$ cat config.mk
export PLATFORM = sky130hd
export DESIGN_NAME = mbrtu_txpack
export DESIGN_NICKNAME = d
export VERILOG_FILES = /design/src/rtl/mbrtu_pkg.sv /design/src/rtl/mbrtu_txpack.sv
export SDC_FILE = /design/constraint.sdc
export NUM_CORES = 1
export LEC_CHECK = 0
export BUFFER_PORTS_ARGS = -buffer_cell sky130_fd_sc_hd__buf_2
export CAP_MARGIN = 15
export CORE_AREA = 2 2 66 84
export DETAILED_ROUTE_END_ITERATION = 7
export DIE_AREA = 0 0 68 86
export HOLD_SLACK_MARGIN = 0.15
export PLACE_DENSITY = 0.77
export SYNTH_ARGS = -nofsm -noshare
export SYNTH_HDL_FRONTEND = slang
export SYNTH_SLANG_ARGS = --single-unit
$ cat constraint.sdc
create_clock -name clk_i -period 4.75 [get_ports clk_i]
set_input_delay 0.475 -clock clk_i [delete_from_list [all_inputs] [get_ports clk_i]]
set_output_delay 0.475 -clock clk_i [all_outputs]
set_load 0.05 [all_outputs]
$ cat src/rtl/mbrtu_pkg.sv
// Shared codes, types and the CRC-16 byte step for the Modbus RTU slave.
`default_nettype none
package mbrtu_pkg;

  // host-side operation codes
  localparam logic [2:0] OP_RX_BYTE    = 3'd0;
  localparam logic [2:0] OP_FRAME_END  = 3'd1;
  localparam logic [2:0] OP_LOAD_INPUT = 3'd2;
  localparam logic [2:0] OP_LOAD_DISC  = 3'd3;
  localparam logic [2:0] OP_READ_HOLD  = 3'd4;
  localparam logic [2:0] OP_READ_COIL  = 3'd5;

  // configuration register indexes
  localparam logic [2:0] CFG_SLAVE_ADDR = 3'd0;
  localparam logic [2:0] CFG_HOLD_CNT   = 3'd1;
  localparam logic [2:0] CFG_INPUT_CNT  = 3'd2;
  localparam logic [2:0] CFG_COIL_CNT   = 3'd3;
  localparam logic [2:0] CFG_DISC_CNT   = 3'd4;
  localparam logic [2:0] CFG_TRIG_CODE  = 3'd5;
  localparam logic [2:0] CFG_TRIG_MAGIC = 3'd6;

  // Modbus function codes
  localparam logic [7:0] FN_RD_COILS  = 8'd1;
  localparam logic [7:0] FN_RD_DISC   = 8'd2;
  localparam logic [7:0] FN_RD_HOLD   = 8'd3;
  localparam logic [7:0] FN_RD_INPUT  = 8'd4;
  localparam logic [7:0] FN_WR_COIL   = 8'd5;
  localparam logic [7:0] FN_WR_REG    = 8'd6;
  localparam logic [7:0] FN_WR_COILS  = 8'd15;
  localparam logic [7:0] FN_WR_REGS   = 8'd16;

  // exception codes
  localparam logic [7:0] EXC_ILLEGAL_FN    = 8'd1;
  localparam logic [7:0] EXC_ILLEGAL_ADDR  = 8'd2;
  localparam logic [7:0] EXC_ILLEGAL_VALUE = 8'd3;

  // response kinds
  localparam logic [2:0] RSP_NONE  = 3'd0;
  localparam logic [2:0] RSP_EXC   = 3'd1;
  localparam logic [2:0] RSP_BOOT  = 3'd2;
  localparam logic [2:0] RSP_ECHO6 = 3'd3;
  localparam logic [2:0] RSP_ECHO8 = 3'd4;
  localparam logic [2:0] RSP_RREGS = 3'd5;
  localparam logic [2:0] RSP_RBITS = 3'd6;

  localparam logic [15:0] CRC_INIT = 16'hFFFF;
  localparam logic [15:0] CRC_POLY = 16'hA001;
  localparam logic [7:0]  EXC_FLAG = 8'h80;
  localparam logic [7:0]  COIL_ON  = 8'hFF;
  localparam int unsigned TX_LIMIT = 128;

  typedef struct packed {
    logic       valid;
    logic [7:0] data;
    logic       last;
    logic       boot;
  } tx_byte_t;

  typedef struct packed {
    logic        valid;
    logic [15:0] value;
  } host_rd_t;

  function automatic logic [15:0] crc_byte(input logic [15:0] c_in, input logic [7:0] b);
    logic [15:0] c;
    c = c_in ^ {8'h00, b};
    for (int k = 0; k < 8; k++) begin
      c = c[0] ? ((c >> 1) ^ CRC_POLY) : (c >> 1);
    end
    return c;
  endfunction

endpackage
`default_nettype wire

$ cat src/rtl/mbrtu_txpack.sv
// Packs response bytes in pairs, or passes a host read value, and holds the result register toward the output.
`default_nettype none
module mbrtu_txpack
  import mbrtu_pkg::*;
(
  input  wire logic        clk_i,
  input  wire logic        rst_ni,
  input  wire tx_byte_t    byte_i,
  input  wire host_rd_t    host_i,
  input  wire logic [15:0] err_i,
  output logic             slot_free_o,
  output logic             out_valid_o,
  input  wire logic        out_ready_i,
  output logic      [15:0] tx_word_o,
  output logic      [1:0]  tx_count_o,
  output logic             tx_last_o,
  output logic      [15:0] host_read_value_o,
  output logic      [15:0] error_total_o,
  output logic             bootloader_request_o
);

  logic        vld_q, vld_d;
  logic        has_q, has_d;
  logic [7:0]  hi_q, hi_d;
  logic [15:0] word_q, word_d;
  logic [1:0]  cnt_q, cnt_d;
  logic        last_q, last_d;
  logic [15:0] hval_q, hval_d;
  logic [15:0] err_q, err_d;
  logic        boot_q, boot_d;
  logic        free;

  assign free = !vld_q || out_ready_i;

  always_comb begin
    vld_d  = free ? 1'b0 : vld_q;
    has_d  = has_q;
    hi_d   = hi_q;
    word_d = word_q;
    cnt_d  = cnt_q;
    last_d = last_q;
    hval_d = hval_q;
    err_d  = err_q;
    boot_d = boot_q;
    if (free && byte_i.valid) begin
      if (has_q || byte_i.last) begin
        vld_d  = 1'b1;
        has_d  = 1'b0;
        word_d = has_q ? {hi_q, byte_i.data} : {byte_i.data, 8'h00};
        cnt_d  = has_q ? 2'd2 : 2'd1;
        last_d = byte_i.last;
        boot_d = byte_i.last && byte_i.boot;
        hval_d = 16'h0000;
        err_d  = err_i;
      end else begin
        has_d = 1'b1;
        hi_d  = byte_i.data;
      end
    end else if (free && host_i.valid) begin
      vld_d  = 1'b1;
      word_d = 16'h0000;
      cnt_d  = 2'd0;
      last_d = 1'b0;
      boot_d = 1'b0;
      hval_d = host_i.value;
      err_d  = err_i;
    end
  end

  always_ff @(posedge clk_i or negedge rst_ni) begin
    if (!rst_ni) begin
      vld_q <= 1'b0;
      has_q <= 1'b0;
    end else begin
      vld_q <= vld_d;
      has_q <= has_d;
    end
  end

  always_ff @(posedge clk_i) begin
    hi_q   <= hi_d;
    word_q <= word_d;
    cnt_q  <= cnt_d;
    last_q <= last_d;
    hval_q <= hval_d;
    err_q  <= err_d;
    boot_q <= boot_d;
  end

  assign slot_free_o          = free;
  assign out_valid_o          = vld_q;
  assign tx_word_o            = word_q;
  assign tx_count_o           = cnt_q;
  assign tx_last_o            = last_q;
  assign host_read_value_o    = hval_q;
  assign error_total_o        = err_q;
  assign bootloader_request_o = boot_q;

endmodule
`default_nettype wire

### Yosys cells after proc, flatten, opt, wreduce, memory -nomap -nowiden

Index checks and enable logic that the tools add are counted.

| operators by class | value |
|---|---|
| reductions and logical operators | 9 |
| equality and inequality tests | 1 |
| bitwise logic cells | 1 |
| multiplexer cells | 24 |

Operators by type and width:

| operator | number |
|---|---|
| 2-to-1 mux 16 bit | 10 |
| 2-to-1 mux 1 bit | 10 |
| 2-to-1 mux 2 bit | 4 |
| AND reduction 2 bit | 2 |
| logical AND 1 bit | 3 |
| logical OR 1 bit | 2 |
| != test 2 x 1 -> 1 bit, second input constant | 1 |
| nonzero test 2 bit | 1 |
| zero test 1 bit | 1 |
| NOT 1 bit | 1 |

| storage, ports and cells | value |
|---|---|
| bits in registers | 62 |
| output and inout port bits | 54 |
| input port bits | 47 |
| logic and storage cells | 44 |

### Depth between registers and ports, before layout

| depth | value |
|---|---|
| word-level depth | 5 |
| gate-level depth with buffers | 4 |
| mapped depth without buffers | 3 |

### Worst setup path after synthesis

No wires, ideal clock.

| timing path | value |
|---|---|
| path type | input to register |
| from | input byte_i[1] (netlist name) |
| to | register boot_q, in the netlist bootloader_request_o (enable) |
| buffers on the path | 0 |
| cell stages on the path | 3 |
| setup slack | 1.031 ns |
| library setup time | 0.479 ns |
| data arrival time | 3.240 ns |
| data required time | 4.271 ns |
| path through | nor2_1 -> a21o_1 -> a21oi_1 |

| between the ends | value |
|---|---|
| cells in the longest elaborated chain, start to end | 3 |

RTL lines:

| element | line | text |
|---|---|---|
| start, declared | mbrtu_txpack.sv:8 | `input wire tx_byte_t byte_i,` |
| logical OR 1 bit | mbrtu_txpack.sv:46 | `if (has_q \|\| byte_i.last) begin` |
| != test 2 x 1 -> 1 bit (no source line) | n/a |  |
| AND reduction 2 bit (no source line) | n/a |  |
| end signal, assigned | mbrtu_txpack.sv:87 | `boot_q <= boot_d;` |
| end, declared | mbrtu_txpack.sv:30 | `logic boot_q, boot_d;` |

Every way passes these cells.
A chain may end at the register's enable or synchronous reset.

### Worst setup path after layout

| timing path | value |
|---|---|
| from | register has_q |
| to | register hval_q[3], in the netlist host_read_value_o[3] (enable) |

| between the ends | value |
|---|---|
| cells in the longest elaborated chain, start to end | 3 |

RTL lines:

| element | line | text |
|---|---|---|
| start, declared | mbrtu_txpack.sv:23 | `logic has_q, has_d;` |
| start signal, assigned | mbrtu_txpack.sv:76 | `has_q <= has_d;` |
| logical OR 1 bit | mbrtu_txpack.sv:46 |  |
| != test 2 x 1 -> 1 bit (no source line) | n/a |  |
| AND reduction 2 bit (no source line) | n/a |  |
| end signal, assigned | mbrtu_txpack.sv:85 | `hval_q <= hval_d;` |
| end, declared | mbrtu_txpack.sv:28 | `logic [15:0] hval_q, hval_d;` |

Every way passes these cells.

==> results.md <==
- Slowest CP cell: dfrtp_1
- Final std cells w/o fill: 297
- Num CTS Buffers: 9
- Most frequent cells in the layout: buf_2, edfxtp_1, and2_1
- Sequential area share after synthesis: 81.68%
- Power per standard cell area: 467.2 nW/um2
- Final period util: 50.50%
- P_leak: around 1.3 nW
- GRT overflow: 0
- Main combinational cell family by area after synthesis: simple AND/OR/NAND/NOR gates
- Worst Hold Class: primary input to flip-flop
- DRC violations left: 0
- TritonRoute pass-1 iters: 4
- Die Area: about 6000 um2
- CP Cell Sequence: nor2_1 -> a21o_1 -> a21oi_4 -> buf_4
- Worst Skew: around 4.7 ps
- Worst Max-Slew Pin Slew: 1048 ps
- Worst rel slew slack: between 20% and 30%
- Cell Count Post-Placement: 280
- Gr usage total: 16.13%
- Root Buffer: clkbuf_8
- Post-Synth XOR/XNOR Area: 0%
- Initial core utilization: 45.28%
- Crit path max fanout: 34
- Boundary pin count: 101
- Crit path largest cell delay: ~700 ps
- Clk sink count: slightly above 60
- Die height: roughly 86 um
- Final setup fails: 0
- Mux contribution to synthesized area: roughly 4.2%
- DR WL/cell: ~15 um
- Core Region: 5007 um2
- CP endpoint kind: flip-flop
- Largest net degree at the start of global routing: 35
- Max Slew Vio Count: 0
- VDD IR max: 0.2061 mV
- Crit start category: flip-flop
- Routed WL: 4.521 mm
- CTS tree: built
- Clock slew at reported path FFs: 60 ps
- Std cell rows: 29
- Htree depth: 3
- Cells after Synth: approximately 120
- CP required: 4730 ps
- ANT nets after route: 0
- Layout cell share with drive strength beyond 1: 54.47%
- DR vias: 1,382
- Mapped cell area: 2267 um2
- Max-cap viol count: 0
- Run status: completed
- DR vias/cell: 4.653
- Hold Vio Cnt, Final: 0
- RePlAce Congestion: roughly 0.76
- Maximum clock rate: ~0.42 GHz
- Later-pin clock latency in the skew report: between 300 and 400 ps
- Commonest non-fill, non-tap cell in the layout: buf_2
- Count of cell types in the netlist: 19
- Unrepaired setup endpoints after global routing: false
- Post-CTS Resized: 0
- Clock Path Buffers: 2
- Fin nets: 277
- Number of global-route vias before repair: 1,277
- Compound-Gate Fraction of Synth Area: 0.5519%
- Crit path DAT: between 2000 and 2500 ps
- Layout area overhead: 33.33%
- Starting DRT DRC Count: 170
- Setup TNS: 0 ps
- Tmin final: 2399 ps
- Syn Area/Cell: 18.74 um2
- Post-synthesis adder-cell area fraction: 0%
- ANT cells: 0
- Seq cells post-synth: 62
- Hold Path Depth: 1
- Die W: 68 um
- Register-to-Register Path Depth: 4
- Initial antenna violation count: 0
- Crit path kind: flip-flop to flip-flop
- I/O Buffers: 100
- Syn Nets: approximately 170
- Synth warn: 0
- Global-route wire length before repair: 6.465 mm
- Synth Area in Simple Gates: 12.03%
logic make-up after synthesis:
| logic type | count (synthesis) |
|---|---|
| multiplexers | 9 |
| flip-flops | 62 |
| AO/OA/AOI/OAI | 2 |
| buffers and inverters | 5 |
| AND/OR/NAND/NOR | 43 |
timing repair:
action	in CTS	in global routing
buffers inserted	0	0
hold buffers	1	0
hold endpoints to repair	2	0
sequential cells by signal (all words and copies together) (netlist names):
register	flops
hi_q	8
tx_last_o	1
out_valid_o	1
tx_word_o	16
bootloader_request_o	1
host_read_value_o	16
has_q	1
tx_count_o	2
error_total_o	16
power by group:
group | switching (mW) | internal (mW) | leakage (nW)
registers | 0.0251 | 0.666 | 0.606
logic | 0.224 | 0.0753 | 0.599
clock network | 0.186 | 0.236 | 0.0949
total | 0.435 | 0.977 | 1.30
per-layer routing:
layer	up-vias	wire (um)	track usage, %
met5	-	0	0
met4	0	87	7.818
met3	8	448	7.349
met2	77	2309	26.83
met1	640	1676	16.88
li1	657	-	-
cell usage after synthesis:
cell type  instances  area, um2
mux2i_1            8      80.08
buf_4              2      15.01
nor2_1            11      41.29
buf_6              1      11.26
and3_1             1      6.260
inv_1              1      3.750
nand2_2            1      6.260
dfrtp_1            2      50.05
a21oi_1            1      5.000
nand2_1            1      3.750
mux2_4             1      15.01
edfxtp_1          60       1802
and2_4             9      78.83
nor3_1             1      5.000
and2_1            17      106.4
nand2b_4           1      13.76
and3_4             1      11.26
a21o_1             1      7.510
clkbuf_2           1      5.000
stage by stage:
stage          instance area (um2)  setup WS (ps)  hold WS [ps]  utilization [%]  total power, mW
6_report                      3023           2351         321.6            60.37            1.412
4_1_cts                       3023           2316         303.6            60.37            1.424
3_3_place_gp                  2833           2390         263.8            56.57           0.9977
5_1_grt                       3023           2145         301.2            60.37            1.467
3_5_place_dp                  2833           2324         264.3            56.57            1.004
2_1_floorplan                 2267           1031         179.4                -           0.9318
critical path, delay by kind of cell (launching register included):
kind	cells	cell delay, ps
and+or+nand+nor	1	130
DFF	1	700
buffers and inverters	1	480
AOI/OAI and AO/OA	2	720
area by class of cell:
cell class,count,area [um2]
Sequential cell,62,1852
Multi-Input combinational cell,54,391.6
Clock buffer,10,127.6
Tap cell,62,77.57
Fill cell,385,1984
Clock inverter,6,52.55
Inverter,1,3.754
Timing Repair Buffer,102,518.0
worst paths after layout:
path	startpoint	to	slack (ps)
setup / recovery	has_q	host_read_value_o[3]	2350
hold / removal	err_i[10]	error_total_o[10]	320
setup reg to reg	has_q	host_read_value_o[3]	2350
hold reg to reg	hi_q[7]	tx_word_o[15]	570
max in group asynchronous	rst_ni	has_q	4190
min in group asynchronous	rst_ni	out_valid_o	460
No activity file was read; power rests on OpenSTA's default activity.
