==> config.mk <==
export PLATFORM = sky130hd
export DESIGN_NAME = mbrtu_ram
export DESIGN_NICKNAME = d
export VERILOG_FILES = /design/src/rtl/mbrtu_ram.sv
export SDC_FILE = /design/constraint.sdc
export NUM_CORES = 1
export LEC_CHECK = 0
export ABC_AREA = 1
export BUFFER_PORTS_ARGS = -buffer_cell sky130_fd_sc_hd__buf_2
export CAP_MARGIN = 10
export CORE_MARGIN = 2
export CORE_UTILIZATION = 55
export CTS_CLUSTER_SIZE = 28
export DETAILED_ROUTE_END_ITERATION = 8
export MAX_ROUTING_LAYER = met4
export PLACE_DENSITY = 0.71
export SYNTH_ARGS = -nofsm -noshare
export SYNTH_HDL_FRONTEND = slang
export SYNTH_SLANG_ARGS = --single-unit
export TNS_END_PERCENT = 10
==> constraint.sdc <==
create_clock -name clk_i -period 1.05 [get_ports clk_i]
set_input_delay 0.21 -clock clk_i [delete_from_list [all_inputs] [get_ports clk_i]]
set_output_delay 0.21 -clock clk_i [all_outputs]
set_load 0.02 [all_outputs]
==> src/rtl/mbrtu_ram.sv <==
// Single-port-write, single-port-read synchronous RAM with registered read data.
`default_nettype none
module mbrtu_ram #(
  parameter int unsigned WIDTH = 8,
  parameter int unsigned DEPTH = 16,
  localparam int unsigned AW = (DEPTH > 1) ? $clog2(DEPTH) : 1
) (
  input  wire logic             clk_i,
  input  wire logic             we_i,
  input  wire logic [AW-1:0]    waddr_i,
  input  wire logic [WIDTH-1:0] wdata_i,
  input  wire logic             re_i,
  input  wire logic [AW-1:0]    raddr_i,
  output logic      [WIDTH-1:0] rdata_o
);

  logic [WIDTH-1:0] mem_q [DEPTH];
  logic [WIDTH-1:0] rdata_q;

  always_ff @(posedge clk_i) begin
    if (we_i) begin
      mem_q[waddr_i] <= wdata_i;
    end
    if (re_i) begin
      rdata_q <= mem_q[raddr_i];
    end
  end

  assign rdata_o = rdata_q;

endmodule
`default_nettype wire

# ---- Word level (Yosys, flattened, before mapping)
# Memories as Yosys holds them, arrays and structs flattened. A register that Yosys moved wholly into a read port is not among the register bits.
# Index checks and enable logic that the tools add are counted.
# Widths: inputs -> output; s select.
dict set report classes {
  n_mux 2
}
# cell count
set op_table {}
lappend op_table {{$mux 1} 2}
dict set report totals {
  in_bits 19
  memories 1
  output_inout_bits 8
  mem_bits_rw 128
  wordCells 3
  register_bits 0
}
# memory depth width read_ports rd_ports_with_merged_regs wr line_no
set memory_table {}
lappend memory_table {mem_q 16 8 1 1 1 17} ;# logic [WIDTH-1:0] mem_q [DEPTH];

# ---- Logic depth before layout (Yosys ltp)
# Gate-level depths: netlist of the first run.
dict set report depth {
  ltp_word 2
  mapped_depth 8
  ltp_nobuf 7
}

# ---- Worst setup path before layout of the first run
# OpenSTA, ideal clock, no wires.
dict set report synth_path {
  path_kind {input to register}
  startpoint {input waddr_i[3]}
  endpoint {memory mem_q[4][0], enable pin}
  arrival_ns 0.791
  path_slack_ns -0.111
  n_path_buf 0
  setup_ns 0.370
  cell_stages 2
  path_cell_list {nand3b_1 > nor2_1}
}
# element line_no
set synth_rtl {}
lappend synth_rtl {{from (decl)} 10} ;# input wire logic [AW-1:0] waddr_i,
lappend synth_rtl {{to (decl)} 17}
# No word-level cell before the write port.

# ---- Final worst setup path of the first run
dict set report layout_path {
  startpoint {register rdata_q[4] (netlist: rdata_o[4]) (read register of mem_q)}
  endpoint {output rdata_o[4]}
}
# element line_no
set layout_rtl {}
lappend layout_rtl {{from (decl)} 18} ;# logic [WIDTH-1:0] rdata_q;
lappend layout_rtl {{to (decl)} 14} ;# output logic [WIDTH-1:0] rdata_o
# No word-level cell between the ends.

==> metrics.csv, run 1 <==
metric;value;unit
status;complete, but fails checks;
violated checks;setup timing;
Max stage delay cell, worst path;edfxtp_1;
WP depth;1;
worst r2r src;mem_q[9][1]$_DFFE_PP_;
worst slew pin tran;0.683;ns
H-tree depth;4;
WP buf/inv;1;
Req. time, crit path;0.84;ns
Crit path max-delay family;flip-flops;
Fin. Hold Viols;0;
final net count;616;
endpoints failing setup;15;
PwrDens;1750;nW/µm²
clock slew seen by the registers of the worst setup and hold paths;0.06;ns
net count after synthesis;570;
synthesized cell area;5850;µm²
routed len/inst;16.7;µm
WP data arrival;1.09;ns
Area Overhead vs Synth;18.4;%
commonest non-fill, non-tap cell in the layout;nand2_1;
hpwl dp;7590;µm
Cell Count, Final, Fillers Out;746;
Die X-Extent;107;µm
CTS tree;yes;
Layout fillers;744;
Netlist cell types;11;
maxcap violations;0;
Slew Limit Headroom;54.4;%
Initial DRC Count;281;
worst setup path end;rdata_o[4];
Placer Congestion;0.885;
crit path launch;rdata_o[4]$_DFFE_PP_;
worst hold margin;0.0559;ns
pre-CTS setup slack;-0.436;ns
clk sinks;136;
row cnt;37;
Syn Area/Cell;10.6;µm²
RSZ-0062 raised after global routing;true;
I/O Buffers;26;
# IOs;27;
Die Y;107;µm
setup TNS;-1.91;ns
Syn Inst Count;551;
Tmin final;1.30;ns
ANT cells;0;
largest net degree at the start of global routing;43;
placed cell count;714;
core area;10300;µm²
antenna violations before repair;0;
average vias per placed instance;5.20;
Hold Crit Start;re_i;
critical path class;reg2out;
routed vias;3879;
Worst VDD drop;1.37;mV
FF/Latch Area;4080;µm²
fraction of layout cells with a size suffix above 1;19.8;%
sequential fraction of the synthesis area;69.8;%
fmax;0.769;GHz
FF-to-FF setup slack;-0.05;ns
clock tree buffer depth;2;
cts bufs inserted;17;
All-Layer GR Usage;24.3;%
Pre-Repair DR Iteration Count;5;
vias in the first global route;3611;
die area;11500;µm²
crit start category;register;
GR Overflow Total;0;
#FFs+latches synth;136;
leak pwr;0.00299;µW
most frequent cells in the layout;171 x nand2_1, 136 x edfxtp_1, 99 x inv_1, 64 x nand3_1, 33 x nand3_2;
area occupied by multi-input gates;1380;µm²
ANT nets after route;0;
Root Buffer;clkbuf_8;
Reg-to-Reg End;rdata_o[1]$_DFFE_PP_;
DR DRC count;0;
CP max stage delay;0.42;ns
HP Class;in2reg;
Final Max Slew Viols;0;
Setup WS post-layout;-0.250;ns
CP endpoint kind;output port;
worst-path cell chain;buf_6;
worst clock skew;0.00532;ns
Clk Latency, worst-skew pair;0.52;ns
global-route wire length before repair;19400;µm
R2R cell count;6;
initial core utilization;56.6;%
CP Max Fanout;1;
Ys Warns;0;
crit share post-route;124;%
Total Routed Length;12400;µm
-- kinds of logic after synthesis --
group,Yosys count,synth area share [%]
and+or+nand+nor,289,20.8
buffers and inverters,126,9.39
DFF,136,69.8
-- through the flow --
| step | area (µm²) | util, % | power [µW] |
|---|---|---|---|
| after floorplan | 5850 | - | 6720 |
| after global placement | 6220 | 60.2 | 7010 |
| after detailed placement | 6220 | 60.2 | 7030 |
| after CTS | 6840 | 66.2 | 12200 |
| after global routing | 6920 | 67.0 | 12500 |
| final | 6920 | 67.0 | 12100 |
-- power breakdown --
part	switching, µW	internal, µW	total (µW)
sequential	33.9	6120	6150
combinational	579	264	844
clock	2230	2890	5120
total	2840	9270	12100
-- worst reg2reg max path, delay by kind of cell, from the launching register on --
| family | cells | cell delay [ns] |
|---|---|---|
| simple gates | 5 | 0.40 |
| flops | 1 | 0.38 |
| buf+inv | 1 | 0.07 |
-- repair_timing --
action                                  CTS  global route
setup buffers                             0             0
pin swaps                                 7             6
hold buffers                              0             0
resized for setup                        21            19
endpoints found under the setup margin   16            16
cloned                                    0             0
-- Yosys cell counts, drive strengths merged --
cell type,count,area [µm²]
buf,24,166
inv,102,383
nand3b,2,15.0
edfxtp,136,4080
nand2,173,649
nand3,97,485
nor2,17,63.8
-- registers in the layout, summed over array words and instances (netlist names) --
signal and count:
mem_q 128, rdata_o 8
-- how the worst min path moves through the flow --
stage	to	slack, ns	depth (start not counted)
finish	rdata_o[5]$_DFFE_PP_	0.06	1
global route	rdata_o[4]$_DFFE_PP_	0.03	1
CTS	rdata_o[5]$_DFFE_PP_	0.03	1
detailed placement	rdata_o[5]$_DFFE_PP_	0.58	1
global placement	rdata_o[5]$_DFFE_PP_	0.58	1
floorplan	mem_q[0][0]$_DFFE_PP_	0.31	0
-- per-layer routing --
| layer | vias up | GRT usage (%) | wire (µm) |
|---|---|---|---|
| met3 | 21 | 4.74 | 789 |
| met2 | 145 | 36.3 | 6040 |
| met5 | - | - | 0 |
| met1 | 1835 | 33.2 | 5380 |
| li1 | 1878 | - | - |
| met4 | 0 | 9.74 | 240 |
-- area by class of cell --
type | count | share of cell area [%]
clock inverter | 15 | 1.52
inverter | 102 | 5.53
timing repair buffer | 51 | 5.50
multi-input combinational | 289 | 20.0
clock buffer | 17 | 5.98
tap | 136 | 2.46
sequential | 136 | 59.0
Power figures use the tool's default switching activity.
==> inputs of run 2 (changes only) <==
--- a/config.mk
+++ b/config.mk
@@ -13,7 +13,7 @@
 export CTS_CLUSTER_SIZE = 28
 export DETAILED_ROUTE_END_ITERATION = 8
 export MAX_ROUTING_LAYER = met4
-export PLACE_DENSITY = 0.71
+export PLACE_DENSITY = 0.75
 export SYNTH_ARGS = -nofsm -noshare
 export SYNTH_HDL_FRONTEND = slang
 export SYNTH_SLANG_ARGS = --single-unit
==> metrics.csv, run 2 (synthesis results as in run 1) <==
metric;value;unit
ANT nets after route;0;
PwrDens;1830;nW/µm²
Hold-fix buffers, CTS;0;
Top reg by flops;mem_q;
Max stage delay cell, worst path;edfxtp_1;
global-route wire length before repair;20500;µm
worst-path cell chain;buf_6;
I/O Buffers;26;
average vias per placed instance;5.27;
vias in the first global route;3831;
max reg flops;128;
R2R cell count;6;
cts bufs inserted;17;
maxcap violations;0;
crit share post-route;125;%
crit start category;register;
leak pwr;0.00306;µW
Total Routed Length;12800;µm
setup TNS;-1.96;ns
Crit path max-delay family;flip-flops;
worst slew pin tran;0.380;ns
final net count;622;
H-tree depth;4;
All-Layer GR Usage;25.2;%
routed vias;3963;
initial core utilization;56.6;%
fmax;0.760;GHz
antenna violations before repair;0;
P_int;10200;µW
RSZ-0062 raised after global routing;true;
Worst Hold End;rdata_o[1]$_DFFE_PP_;
row cnt;37;
worst clock skew;0.00510;ns
worst r2r src;mem_q[13][0]$_DFFE_PP_;
routed len/inst;17.0;µm
CP endpoint kind;output port;
CTS tree;yes;
HP Class;in2reg;
Reg-to-Reg End;rdata_o[0]$_DFFE_PP_;
Design Power;13000;µW
CP max stage delay;0.43;ns
fraction of layout cells with a size suffix above 1;20.0;%
clk sinks;136;
Hold Crit Start;re_i;
Final Max Slew Viols;0;
Pre-Repair DR Iteration Count;5;
status;complete, but fails checks;
Die X-Extent;107;µm
Initial DRC Count;291;
Area Overhead vs Synth;20.9;%
DR DRC count;0;
clock slew seen by the registers of the worst setup and hold paths;0.06;ns
clock tree buffer depth;2;
most frequent cells in the layout;169 x nand2_1, 136 x edfxtp_1, 96 x inv_1, 70 x nand3_1, 27 x nand3_2;
Slew Limit Headroom;74.7;%
Root Buffer;clkbuf_8;
Flop pwr share;47.5;%
FF-to-FF setup slack;-0.08;ns
Tmin final;1.32;ns
Clk network pwr share;45.6;%
largest net degree at the start of global routing;33;
Req. time, crit path;0.84;ns
critical path class;reg2out;
violated checks;setup timing;
ANT cells;0;
Placer Congestion;0.913;
hpwl dp;8130;µm
Die Y;107;µm
endpoints failing setup;14;
commonest non-fill, non-tap cell in the layout;nand2_1;
hold depth;1;
post-layout util;68.5;%
WP buf/inv;1;
Fin. Hold Viols;0;
Psw;2720;µW
WP data arrival;1.11;ns
# IOs;27;
Setup WS post-layout;-0.266;ns
Gate power share;6.8;%
die area;11500;µm²
core area;10300;µm²
GR Overflow Total;0;
switch share;21.0;%
Clk Latency, worst-skew pair;0.51;ns
CP Max Fanout;1;
Worst VDD drop;1.23;mV
[run 2: power by group through the flow]
stage               Sequential [µW]  Combinational (µW)  Clock, µW
finish                         6160                 888       5910
global route                   6160                 976       6260
CTS                            6150                 867       5990
detailed placement             6270                 817          0
global placement               6260                 808          0
floorplan                      6290                 429          0
[run 2: timing repair]
| item | CTS | global route |
|---|---|---|
| resized for setup | 28 | 15 |
| setup endpoints to repair | 16 | 16 |
| pin swaps | 14 | 2 |
| setup buffers | 0 | 0 |
[run 2: worst max-delay path by stage]
stage          depth (start not counted)  slack (ns)                    end                  from
6_report                               1       -0.27             rdata_o[0]  rdata_o[0]$_DFFE_PP_
5_1_grt                                1       -0.29             rdata_o[2]  rdata_o[2]$_DFFE_PP_
4_1_cts                                1       -0.28             rdata_o[0]  rdata_o[0]$_DFFE_PP_
3_5_place_dp                           8       -0.38   rdata_o[7]$_DFFE_PP_            raddr_i[0]
3_3_place_gp                           8       -0.36   rdata_o[7]$_DFFE_PP_            raddr_i[0]
2_1_floorplan                          2       -0.11  mem_q[4][0]$_DFFE_PP_            waddr_i[3]
[run 2: metrics by stage]
stage	hold slack, ns	cells	worst slack, ns	instance area [µm²]
2_1_floorplan	0.309	551	-0.111	5850
3_3_place_gp	0.583	720	-0.358	6300
3_5_place_dp	0.576	720	-0.384	6300
4_1_cts	0.0365	752	-0.282	7030
5_1_grt	0.0429	752	-0.293	7070
6_report	0.0606	752	-0.266	7070
[run 2: final cells by class]
| cell class | instances | area [µm²] |
|---|---|---|
| multi-input combinational | 289 | 1360 |
| clock inverter | 14 | 181 |
| sequential | 136 | 4080 |
| timing repair buffer | 57 | 475 |
| clock buffer | 18 | 418 |
| inverter | 102 | 383 |
| tap | 136 | 170 |
| fill | 735 | 3250 |
[run 2: layer usage]
layer	part of all wire, %	GRT usage, %	vias to the layer above
li1	-	-	1886
met1	42	33.7	1889
met2	49	39.7	168
met3	7.1	5.17	20
met4	1.4	7.05	0
met5	0	-	-
==> inputs of run 3 (changes only) <==
--- a/config.mk
+++ b/config.mk
@@ -8,8 +8,10 @@
 export ABC_AREA = 1
 export BUFFER_PORTS_ARGS = -buffer_cell sky130_fd_sc_hd__buf_2
 export CAP_MARGIN = 10
+export CELL_PAD_IN_SITES_DETAIL_PLACEMENT = 1
+export CELL_PAD_IN_SITES_GLOBAL_PLACEMENT = 1
 export CORE_MARGIN = 2
-export CORE_UTILIZATION = 55
+export CORE_UTILIZATION = 44
 export CTS_CLUSTER_SIZE = 28
 export DETAILED_ROUTE_END_ITERATION = 8
 export MAX_ROUTING_LAYER = met4
==> metrics.csv, run 3 (synthesis results as in run 1) <==
metric;value;unit
Hold Crit Start;re_i;
All-Layer GR Usage;24.0;%
PwrDens;1720;nW/µm²
FF/Latch Area;4080;µm²
Initial DRC Count;215;
endpoints failing setup;15;
H-tree depth;4;
die area;14200;µm²
FF-to-FF setup slack;-0.08;ns
GR Overflow Total;0;
Hold-fix buffers, CTS;0;
most frequent cells in the layout;168 x nand2_1, 136 x edfxtp_1, 99 x inv_1, 62 x nand3_1, 35 x nand3_2;
clk sinks;136;
# IOs;27;
hold depth;1;
worst slew pin tran;0.418;ns
Slew Limit Headroom;72.2;%
routed len/inst;19.4;µm
CP endpoint kind;output port;
WP data arrival;1.03;ns
row cnt;42;
Die Y;119;µm
CP Max Fanout;1;
Worst VDD drop;1.24;mV
Clk Latency, worst-skew pair;0.43;ns
Design Power;12000;µW
initial core utilization;44.7;%
Req. time, crit path;0.84;ns
Area Overhead vs Synth;19.8;%
worst clock skew;0.00797;ns
DR DRC count;0;
Placer Congestion;0.851;
global-route wire length before repair;23800;µm
critical path class;reg2out;
R2R cell count;6;
WP buf/inv;1;
cts bufs inserted;17;
core area;13100;µm²
Final Max Slew Viols;0;
Pre-Repair DR Iteration Count;4;
leak pwr;0.00301;µW
ANT cells;0;
Layout fillers;1392;
crit share post-route;118;%
I/O Buffers;26;
average vias per placed instance;5.01;
post-CTS setup buffer count;0;
clock slew seen by the registers of the worst setup and hold paths;0.05;ns
crit start category;register;
status;complete, but fails checks;
maxcap violations;0;
Top reg by flops;mem_q;
Root Buffer;clkbuf_16;
fraction of layout cells with a size suffix above 1;18.8;%
worst-path cell chain;buf_6;
worst hold margin;0.165;ns
Fin. Hold Viols;0;
commonest non-fill, non-tap cell in the layout;nand2_1;
Die X-Extent;119;µm
Max stage delay cell, worst path;edfxtp_1;
CP max stage delay;0.43;ns
antenna violations before repair;0;
CTS tree;yes;
Worst Hold End;rdata_o[0]$_DFFE_PP_;
clock tree buffer depth;2;
violated checks;setup timing;
Total Routed Length;15300;µm
ANT nets after route;0;
hpwl dp;9500;µm
fmax;0.810;GHz
Crit path max-delay family;flip-flops;
max reg flops;128;
Reg-to-Reg End;rdata_o[4]$_DFFE_PP_;
Tmin final;1.24;ns
largest net degree at the start of global routing;65;
vias in the first global route;4263;
worst r2r src;mem_q[1][4]$_DFFE_PP_;
RSZ-0062 raised after global routing;true;
final net count;619;
Setup WS post-layout;-0.185;ns
HP Class;in2reg;
area occupied by multi-input gates;1400;µm²
routed vias;3945;
-- run 3: cell count changes in the layout (fill, tap and decap cells not counted), moves of 2 or more --
cell        delta
bufinv_16      -4
clkinv_2       -2
inv_2          -3
buf_4          -2
clkinvlp_4     -4
clkinv_1       +6
nand3_1        -8
nand3_2        +8
clkbuf_1       +4
inv_1          +3
-- run 3: worst max-delay path by stage --
stage | startpoint | slack, ns | endpoint | cells after the start
2_1_floorplan | waddr_i[3] | -0.11 | mem_q[4][0]$_DFFE_PP_ | 2
5_1_grt | rdata_o[6]$_DFFE_PP_ | -0.21 | rdata_o[6] | 1
6_report | rdata_o[6]$_DFFE_PP_ | -0.19 | rdata_o[6] | 1
4_1_cts | rdata_o[1]$_DFFE_PP_ | -0.19 | rdata_o[1] | 1
3_3_place_gp | raddr_i[0] | -0.40 | rdata_o[5]$_DFFE_PP_ | 8
3_5_place_dp | raddr_i[0] | -0.44 | rdata_o[5]$_DFFE_PP_ | 8
-- run 3: stage by stage --
step           setup WS (ns)  utilization, %  instances  cell area, µm²  TNS, ns
2_1_floorplan         -0.111               -        551            5850   -11.54
3_3_place_gp          -0.405            48.3        757            6320   -17.45
3_5_place_dp          -0.438            48.3        757            6320   -23.48
4_1_cts               -0.189            53.1        788            6940    -1.48
5_1_grt               -0.214            53.5        788            7000    -2.02
6_report              -0.185            53.5        788            7000    -1.37
-- run 3: area by class of cell --
cell class / instances / share of cell area (%)
clock buffers: 22 / 6.34
inverters: 102 / 5.47
repair buffers: 54 / 6.20
well taps: 176 / 3.15
flip-flops and latches: 136 / 58.3
clock inverters: 9 / 0.500
multi-input cells: 289 / 20.0
-- run 3: per-layer routing --
layer | part of all wire, % | GRT usage, % | vias up
li1 | - | - | 1880
met3 | 4.8 | 4.74 | 30
met4 | 2.7 | 10.9 | 0
met2 | 52 | 39.9 | 91
met5 | 0 | - | -
met1 | 40 | 28.4 | 1944
-- run 3: what timing repair did --
action	in CTS	in global routing
pin swaps	14	9
resized for setup	33	14
endpoints found under the setup margin	16	16
-- run 3: where the power goes --
group	internal, µW	switching, µW	total, µW
registers	6120	39.4	6160
logic	289	632	921
clock network	2920	2010	4930
